==> src/sv/prime_test_trial_division_defines.svh <==
// Assertion macros shared by the trial division primality tester.
// Depends on the module that uses them having i_clk and i_rst_n.
`ifndef PRIME_TEST_TRIAL_DIVISION_DEFINES_SVH
`define PRIME_TEST_TRIAL_DIVISION_DEFINES_SVH

// Same-cycle implication, checked out of reset.
`define PTD_ASSERT_NOW(label, ante, cons, msg) \
    label: assert property (@(posedge i_clk) disable iff (!i_rst_n) (ante) |-> (cons)) \
        else $error(msg);

// Next-cycle implication, checked out of reset.
`define PTD_ASSERT_NEXT(label, ante, cons, msg) \
    label: assert property (@(posedge i_clk) disable iff (!i_rst_n) (ante) |=> (cons)) \
        else $error(msg);

`endif

==> src/sv/ptd_pkg.sv <==
// Package for the trial division primality tester: word types, codes, states.
// Used by ptd_mod and prime_test_trial_division; depends on nothing.
`timescale 1ns / 1ps

package ptd_pkg;

    // Widths of the shared remainder unit, of one table entry and of the output prime count.
    localparam int DIV_WIDTH   = 32;
    localparam int PRIME_WIDTH = 16;
    localparam int COUNT_OUT_WIDTH = 14;

    // Action codes of an input word.
    localparam logic ACT_BUILD = 1'b0;
    localparam logic ACT_TEST  = 1'b1;

    typedef struct packed {
        logic        action;
        logic [31:0] value;
    } t_in_word;

    typedef struct packed {
        logic                       is_prime;
        logic                       beyond_limit;
        logic [COUNT_OUT_WIDTH-1:0] prime_count;
    } t_out_word;

    // Status of the remainder unit.
    typedef struct packed {
        logic done;
        logic zero;
    } t_mod_status;

    typedef enum logic [2:0] {
        S_IDLE,
        S_BCAND,
        S_RD,
        S_CHK,
        S_MOD,
        S_OUT
    } t_state;

endpackage

==> src/sv/ptd_mod.sv <==
// Bit-serial restoring remainder unit: dividend mod divisor, one bit a cycle.
// Depends on ptd_pkg for widths and the status struct.
`timescale 1ns / 1ps

module ptd_mod (
    input  logic                              i_clk,
    input  logic                              i_rst_n,
    input  logic                              i_start,
    input  logic [ptd_pkg::DIV_WIDTH-1:0]     i_dividend,
    input  logic [ptd_pkg::PRIME_WIDTH-1:0]   i_divisor,
    output ptd_pkg::t_mod_status              o_status
);

    localparam int CW = $clog2(ptd_pkg::DIV_WIDTH);

    logic                            r_busy;
    logic                            r_done;
    logic [CW-1:0]                   r_cnt;
    logic [ptd_pkg::PRIME_WIDTH-1:0] r_rem;
    logic [ptd_pkg::DIV_WIDTH-1:0]   r_dvd;
    logic [ptd_pkg::PRIME_WIDTH-1:0] r_div;
    logic [ptd_pkg::PRIME_WIDTH:0]   w_trial;

    // Shift in the next dividend bit and subtract when it fits.
    assign w_trial = {r_rem, r_dvd[ptd_pkg::DIV_WIDTH-1]};

    // Control: busy for one cycle per dividend bit, then a done pulse.
    always_ff @(posedge i_clk) begin
        if (!i_rst_n) begin
            r_busy <= 1'b0;
            r_done <= 1'b0;
            r_cnt  <= '0;
        end else begin
            r_done <= 1'b0;
            if (i_start) begin
                r_busy <= 1'b1;
                r_cnt  <= CW'(ptd_pkg::DIV_WIDTH - 1);
            end else if (r_busy) begin
                r_cnt <= r_cnt - 1'b1;
                if (r_cnt == '0) begin
                    r_busy <= 1'b0;
                    r_done <= 1'b1;
                end
            end
        end
    end

    // Datapath: partial remainder and dividend shifter.
    always_ff @(posedge i_clk) begin
        if (i_start) begin
            r_dvd <= i_dividend;
            r_div <= i_divisor;
            r_rem <= '0;
        end else if (r_busy) begin
            r_dvd <= r_dvd << 1;
            if (w_trial >= {1'b0, r_div}) begin
                r_rem <= ptd_pkg::PRIME_WIDTH'(w_trial - {1'b0, r_div});
            end else begin
                r_rem <= w_trial[ptd_pkg::PRIME_WIDTH-1:0];
            end
        end
    end

    assign o_status.done = r_done;
    assign o_status.zero = (r_rem == '0);

endmodule

==> config.mk <==
export PLATFORM = sky130hd
export DESIGN_NAME = ptd_mod
export DESIGN_NICKNAME = d
export VERILOG_FILES = /design/src/sv/prime_test_trial_division_defines.svh /design/src/sv/ptd_pkg.sv /design/src/sv/ptd_mod.sv
export SDC_FILE = /design/constraint.sdc
export NUM_CORES = 1
export LEC_CHECK = 0
export ABC_CLOCK_PERIOD_IN_PS = 3800
export BUFFER_PORTS_ARGS = -buffer_cell sky130_fd_sc_hd__buf_2
export CAP_MARGIN = 40
export CORE_MARGIN = 5
export CORE_UTILIZATION = 50
export DETAILED_ROUTE_END_ITERATION = 6
export PLACE_DENSITY_LB_ADDON = 0.1
export RECOVER_POWER = 100
export SLEW_MARGIN = 15
export SYNTH_ARGS = -nofsm -noshare
export SYNTH_HDL_FRONTEND = slang
export SYNTH_SLANG_ARGS = --single-unit
==> constraint.sdc <==
create_clock -name i_clk -period 3.8 [get_ports i_clk]
set_input_delay 0.57 -clock i_clk [delete_from_list [all_inputs] [get_ports i_clk]]
set_output_delay 0.57 -clock i_clk [all_outputs]
set_load 0.05 [all_outputs]
Word level (Yosys, flattened, before mapping)
Index checks and enable logic that the tools add are counted.
- register bits after elaboration: 71
- output and inout port bits: 2
- $add $sub $neg: 2
- magnitude comparators: 1
- multiplexer cells: 9
- bitwise operators: 2
- reductions and logical operators: 4
- operator list (kind ; count):
    $mux W32 ; 2
    $ge A17 B16 Y1 ; 1
    $logic_not A16 Y1 ; 1
    $mux W16 ; 1
    $sub A16 B16 Y16 ; 1
    $mux W5 ; 2
    $logic_not A5 Y1 ; 1
    $sub A5 B1 Y5 const B ; 1
    $mux W1 ; 4
    $reduce_or A3 Y1 ; 1
    $not A1 Y1 ; 2
    $reduce_bool A2 Y1 ; 1

Logic depth before layout (Yosys ltp)
Gate-level depths: netlist of the first run.
- word-level depth: 4
- gate-level depth with buffers: 10
- mapped depth without buffers: 10

Worst setup path before layout of the first run
Ideal clock, no wire load.
- path kind: register -> register
- start: register r_div[4] (netlist bit)
- end: register r_rem[10] (netlist bit)
- setup time: 0.129 ns
- arrival time: 2.091 ns
- required time: 3.671 ns
- setup slack: 1.580 ns
- cell stages (with the launch flop): 11
- cell sequence: edfxtp_1 > inv_1 > ha_1 > nand2_2 > a211oi_4 > o31ai_2 > or3_1 > clkbuf_2 > clkbuf_1 > a41oi_1 > o31ai_1
- longest elaborated chain between the ends: 2
- elaborated cells on any way between the ends: 3
- classes of those cells: add/sub: 1; order compare: 1; mux: 1
- RTL lines (what ; line ; RTL):
    from (decl) ; ptd_mod.sv:21 ; logic [ptd_pkg::PRIME_WIDTH-1:0] r_div;
    from (signal assigned) ; ptd_mod.sv:52 ; r_div <= i_divisor;
    $sub A16 B16 Y16 or $ge A17 B16 Y1 (tied branches) ; ptd_mod.sv:57, ptd_mod.sv:56 ;
    $mux W16 (*) ; ptd_mod.sv:56 ; if (w_trial >= {1'b0, r_div}) begin
    to (signal assigned) ; ptd_mod.sv:57 ; r_rem <= ptd_pkg::PRIME_WIDTH'(w_trial - {1'b0, r_div});
    to (signal assigned) ; ptd_mod.sv:59 ; r_rem <= w_trial[ptd_pkg::PRIME_WIDTH-1:0];
    to (decl) ; ptd_mod.sv:19 ; logic [ptd_pkg::PRIME_WIDTH-1:0] r_rem;
Every way passes the cells marked *; elsewhere a longest branch is shown, timed or not.
A chain may end at the register's enable or synchronous reset.

Worst setup path after layout of the first run
- start: register r_div[4] (netlist bit)
- end: register r_rem[3] (netlist bit)
- longest elaborated chain between the ends: 2
- RTL lines (what ; line):
    $ge A17 B16 Y1 ; ptd_mod.sv:56
    $mux W16 ; ptd_mod.sv:56
Every way passes these cells.

==> run metrics, run 1 <==
die span in x=98.1 um; HP Class=in2reg; root buf cell=clkbuf_8; final WL=7.92 mm; number of global-route vias before repair=between 2000 and 3000; Inst Count DP=between 400 and 500; first-pass GRT wire length=roughly 13 mm; n_diodes=0; GRT Util Overall=0.170; Post-synth EDFFs=between 40 and 50; Port Buffer Count=52; total gr overflow=0; Clock Latency Late Sink=approximately 340 ps; die area=just under 10000 um^2; Vias per Instance=around 5.6; status=complete, but fails checks; Cell Area, Synth=approximately 3900 um^2; largest net degree at the start of global routing=45; Pint=about 1400 uW; PD cells=approximately 430 nW/um^2; Pre-antenna DRT Iters=4; failing checks=max-capacitance violations, max-slew violations; slowest CP cell=or3_1; Synthesis Warnings=0; Die Y-Extent=a little under 100 um; hold buffer count at cts=0; CTS tree=done; GP Congestion=just under 0.9; Cell variety after synth=58; number of core rows=32; placed wire-length estimate=~5.6 mm; sw power=about 480 uW; synth cell count leaders=edfxtp_1 (48), mux2_2 (31), nor2_1 (28); Max Fclk=320 MHz; worst path bufs/invs=1; clock power share=0.361; cell breakdown of the critical path=inv_1 -> ha_1 -> nand2_1 -> a211oi_1 -> o31ai_1 -> or3_1 -> and2_0 -> o311ai_0; # nets final=approximately 480; remaining antenna violation count=0; TNS Setup=0 ps; period utilisation layout=0.821; Pwr Total=around 1900 uW; kind of critical path=reg2reg; Clock transition at path regs=80 ps; Logic pwr share=0.148; min cycle time layout=about 3100 ps; VDD IR max=226 uV; power share of the sequential group=0.491; crit-path max cell delay=approximately 730 ps; required time worst endpoint=4040 ps; RSZ-0062 raised after global routing=no; Slew Limit Fails=33; FILL cells=671; Yosys reg bits=71; Mapped Cells=354; 1st-iter DRT viols=around 160; Mapped Nets=roughly 420; Final Util=0.576; post-synth top area cell=edfxtp_1; CORE AREA=7650 um^2; Crit Path Max Fanout=24; Sw Ratio=0.258; Layout Cells excl Fill=512; final hold violation count=0; wire per inst=15.5 um; asr flop ratio synth=0; crit start category=flip-flop; dominant synthesized flop cell=edfxtp_1; DR vias=2858; share of cells above drive strength 1=0.254; Design Area, Final=about 4400 um^2; TritonCTS Buffers=9; area delta synth->final=13.4%; # setup viols final=0; Gates resized, CTS repair=0; ranking of synthesized cells by area=edfxtp_1 (37%), dfxtp_1 (12%), mux2_2 (9.0%); clock sinks=slightly above 70; area share of the largest cell type after synthesis=0.371; element type at the critical path end=flip-flop; Worst Path Arrival=around 3400 ps; Leakage=~0.0018 uW; Max-Slew Margin vs Limit=-0.111; # DRC=0; CP delay by family, top=simple AND/OR/NAND/NOR gates; antenna violations before repair=0; Layout Skew=around 9 ps; Initial Utilization=0.507; DP Area=between 4000 and 5000 um^2; Top Ports=53; Setup Buffers After CTS=0; synthesized area per cell=about 11 um^2; worst slew pin tran=roughly 1700 ps; max cap viols=1; count leader, synth=edfxtp_1; Clock Tree Buf Depth=2; post-synthesis sequential area ratio=0.490; H-tree depth=3
==> area by class of cell <==
class	instances	area, um^2	share of cell area
sequential	71	1900	0.432
multi-input combinational	240	1770	0.401
timing repair buffer	58	292	0.0662
clock buffer	10	128	0.0290
tap	102	128	0.0290
clock inverter	6	93.8	0.0213
inverter	25	93.8	0.0213
==> cells in the final DEF (no fill, tap or decap), types with 3 or more instances in the layout <==
cell | Yosys | routed
buf_2 | 3 | 49
edfxtp_1 | 48 | 48
mux2_2 | 31 | 31
nor2_1 | 28 | 28
inv_1 | 25 | 25
dfxtp_1 | 23 | 23
nand2_1 | 19 | 20
a21oi_1 | 18 | 18
ha_1 | 18 | 18
xor2_1 | 10 | 10
nor4_1 | 9 | 9
nand4_1 | 9 | 9
clkbuf_8 | 0 | 9
a21o_1 | 8 | 8
o21ai_0 | 8 | 8
o211ai_1 | 7 | 7
nand3_1 | 6 | 6
a311oi_1 | 6 | 6
clkbuf_1 | 11 | 6
nand2b_1 | 5 | 5
o31ai_1 | 3 | 4
nor3_1 | 4 | 4
xnor2_1 | 3 | 3
and3_1 | 3 | 3
nor2b_1 | 3 | 3
and2_1 | 5 | 3
a31oi_1 | 3 | 3
buf_4 | 1 | 3
==> registers in the layout, summed over array words and instances, names as in the netlist <==
register / flops
r_cnt: 5
r_busy: 1
r_done: 1
r_dvd: 32
r_div: 16
r_rem: 16
==> per-stage QoR <==
stage                     worst slack (ps)  hold WS (ps)
after floorplan                       1580           476
after global placement                1160           507
after detailed placement              1100           506
after CTS                             1070           383
after global routing                   453           372
final                                  679           394
==> power groups by stage <==
stage | registers (uW) | clock network, uW | logic, uW
floorplan | 931 | 0 | 212
global placement | 940 | 0 | 284
detailed placement | 941 | 0 | 286
CTS | 924 | 692 | 287
global route | 931 | 732 | 313
finish | 924 | 679 | 278
==> cell families (layout without fill, tap and decap cells) <==
family | Yosys count | after routing | synth area share
buf+inv | 43 | 99 | 0.0477
simple gates | 102 | 102 | 0.136
compound gates | 74 | 74 | 0.141
xor+xnor | 13 | 13 | 0.0293
fa+ha+maj | 19 | 19 | 0.0632
flops | 71 | 71 | 0.490
mux | 32 | 32 | 0.0925
==> metal layers <==
layer | part of all wire | GRT usage | up-vias
met1 | 0.44 | 0.213 | 1340
met5 | 0 | 0 | -
met3 | 0.077 | 0.0564 | 15
met2 | 0.47 | 0.269 | 82
met4 | 0.020 | 0.0714 | 0
li1 | - | - | 1421
==> worst paths after layout <==
check,from,endpoint,slack [ps],cells past startpoint
setup / recovery,r_div[4]$_DFFE_PP_,r_rem[3]$_SDFFE_PP0P_,680,8
hold / removal,i_divisor[1],r_div[1]$_DFFE_PP_,390,1
setup reg to reg,r_div[4]$_DFFE_PP_,r_rem[3]$_SDFFE_PP0P_,680,8
hold reg to reg,r_rem[2]$_SDFFE_PP0P_,r_rem[2]$_SDFFE_PP0P_,520,2
No activity file was read; power rests on OpenSTA's default activity.
==> run 2: changes to the inputs <==
--- a/config.mk
+++ b/config.mk
@@ -5,7 +5,7 @@
 export SDC_FILE = /design/constraint.sdc
 export NUM_CORES = 1
 export LEC_CHECK = 0
-export ABC_CLOCK_PERIOD_IN_PS = 3800
+export ABC_CLOCK_PERIOD_IN_PS = 2700
 export BUFFER_PORTS_ARGS = -buffer_cell sky130_fd_sc_hd__buf_2
 export CAP_MARGIN = 40
 export CORE_MARGIN = 5
==> constraint.sdc (replaced) <==
create_clock -name i_clk -period 2.7 [get_ports i_clk]
set_input_delay 0.405 -clock i_clk [delete_from_list [all_inputs] [get_ports i_clk]]
set_output_delay 0.405 -clock i_clk [all_outputs]
set_load 0.05 [all_outputs]
==> run 2 against run 1 <==
The run still ends with max-capacitance violations, max-slew violations left. Critical path depth is the same. Utilization grew 1.1 points. Maximum frequency grew 23%. Wire length grew 5.9%. Clock power grew 38%. Worst hold slack lost 170 ps. Critical path type unchanged. Largest cell class unchanged.
==> run metrics, run 2 (same netlist as run 1, synthesis figures left out) <==
Setup Buffers After CTS=0; Max Fclk=about 400 MHz; max reg flops=32; placed wire-length estimate=about 6.1 mm; # nets final=485; worst reg-to-reg path cell count=8; crit start category=flip-flop; n_diodes=0; power share of the sequential group=0.491; sw power=683 uW; Die Y-Extent=around 98 um; worst path bufs/invs=1; CP delay by family, top=compound AO/OA/AOI/OAI gates; Logic pwr share=0.155; root buf cell=clkbuf_8; Max-Slew Margin vs Limit=-0.0169; worst setup path endpoint=r_rem[4]$_SDFFE_PP0P_; clock sinks=71; Layout Skew=roughly 11 ps; DR vias=around 2900; 1st-iter DRT viols=208; largest net degree at the start of global routing=33; TritonCTS Buffers=9; metal3 WL=558 um; Pwr Total=between 2000 and 3000 uW; Critical path origin=r_rem[3]$_SDFFE_PP0P_; die area=just under 10000 um^2; setup slack, reg-to-reg=about 170 ps; Gates resized, CTS repair=0; Biggest register=r_dvd; Clock Latency Late Sink=~350 ps; area delta synth->final=15.6%; FILL cells=688; Reg2Reg Launch Point=r_rem[3]$_SDFFE_PP0P_; VDD IR max=around 380 uV; commonest non-fill, non-tap cell in the layout=buf_2; GP Congestion=about 0.90; element type at the critical path end=flip-flop; worst slew pin tran=between 1500 and 2000 ps; Final Util=0.586; CTS tree=done; clock power share=0.354; M1 wire length=~3.8 mm; Levels on crit path=8; required time worst endpoint=between 2000 and 3000 ps; # DRC=0; first-pass GRT wire length=about 14 mm; die span in x=just under 100 um; top sig layer=met4; Initial Utilization=0.507; final WL=around 8.4 mm; Met2 Wirelength=3.89 mm; PD cells=591 nW/um^2; crit-path max cell delay=~500 ps; total gr overflow=0; Slew Limit Fails=30; Worst Path Arrival=roughly 2800 ps; antenna violations before repair=0; status=complete, but fails checks; H-tree depth=3; Clock transition at path regs=about 80 ps; GRT Util Overall=0.182; Crit Path Max Fanout=11; most frequent cells in the layout=buf_2 (49), edfxtp_1 (48), mux2_2 (30); number of global-route vias before repair=approximately 3000; Port Buffer Count=52; Top Ports=53; failing checks=max-capacitance violations, max-slew violations; remaining antenna violation count=0; max cap viols=1; hold buffer count at cts=0; share of cells above drive strength 1=0.276; RSZ-0062 raised after global routing=no; number of core rows=32; cell breakdown of the critical path=ha_1 -> nand2_2 -> a211oi_4 -> o31ai_2 -> or3_1 -> buf_4 -> a21o_1 -> a311oi_1; Sw Ratio=0.258; Vias per Instance=about 5.6; kind of critical path=reg2reg; slowest CP cell=or3_1; CORE AREA=between 7000 and 8000 um^2; TNS Setup=0 ps; top flop regs=r_dvd (32), r_div (16), r_rem (16); HP Class=in2reg; Leakage=0.00182 uW; period utilisation layout=0.937; Pre-antenna DRT Iters=4; Pint=1970 uW; Reg2Reg Capture Point=r_rem[4]$_SDFFE_PP0P_; min cycle time layout=2530 ps; # setup viols final=0; final hold violation count=0; Clock Tree Buf Depth=2; wire per inst=~16 um
[run 2: power by group through the flow]
stage          Combinational (uW)  Clock (uW)  Sequential (uW)
2_1_floorplan                 299           0             1310
3_3_place_gp                  405           0             1320
3_5_place_dp                  411           0             1320
4_1_cts                       414         958             1300
5_1_grt                       459        1000             1310
6_report                      410         937             1300
[run 2: cell type report]
type / count / area, um^2 / share of cell area
clock buffers: 10 / 128 / 0.0285
clock inverters: 6 / 86.3 / 0.0193
well taps: 102 / 128 / 0.0285
inverters: 25 / 93.8 / 0.0209
flip-flops and latches: 71 / 1900 / 0.424
multi-input cells: 240 / 1790 / 0.399
repair buffers: 68 / 357 / 0.0795
[run 2: stage by stage]
| step | cells | instance area (um^2) | hold WS (ps) | setup slack, ps |
|---|---|---|---|---|
| 4_1_cts | 522 | 4510 | 203 | 178 |
| 2_1_floorplan | 354 | 3880 | 476 | 480 |
| 3_3_place_gp | 506 | 4300 | 513 | 245 |
| 5_1_grt | 522 | 4480 | 204 | 4.74 |
| 6_report | 522 | 4480 | 226 | 171 |
| 3_5_place_dp | 506 | 4300 | 528 | 192 |
[run 2: worst register-to-register path, cell delays in order (launching register included)]
cell and delay (ps):
dfxtp_1 350, ha_1 380, nand2_2 140, a211oi_4 280, o31ai_2 140, or3_1 500
buf_4 230, a21o_1 160, a311oi_1 250
[run 2: worst min path at each step]
stage / to / slack, ps / depth (start not counted) / startpoint
2_1_floorplan: r_rem[15]$_SDFFE_PP0P_ / 480 / 2 / r_rem[15]$_SDFFE_PP0P_
3_3_place_gp: r_rem[2]$_SDFFE_PP0P_ / 510 / 2 / r_rem[2]$_SDFFE_PP0P_
3_5_place_dp: r_rem[2]$_SDFFE_PP0P_ / 530 / 2 / r_rem[2]$_SDFFE_PP0P_
4_1_cts: r_div[13]$_DFFE_PP_ / 200 / 1 / i_divisor[13]
5_1_grt: r_div[13]$_DFFE_PP_ / 200 / 1 / i_divisor[13]
6_report: r_div[13]$_DFFE_PP_ / 230 / 1 / i_divisor[13]
[run 2: layer usage]
metal,up-vias,track usage
met5,-,0
met4,0,0.0628
met3,10,0.0614
met2,75,0.286
met1,1392,0.234
li1,1439,-
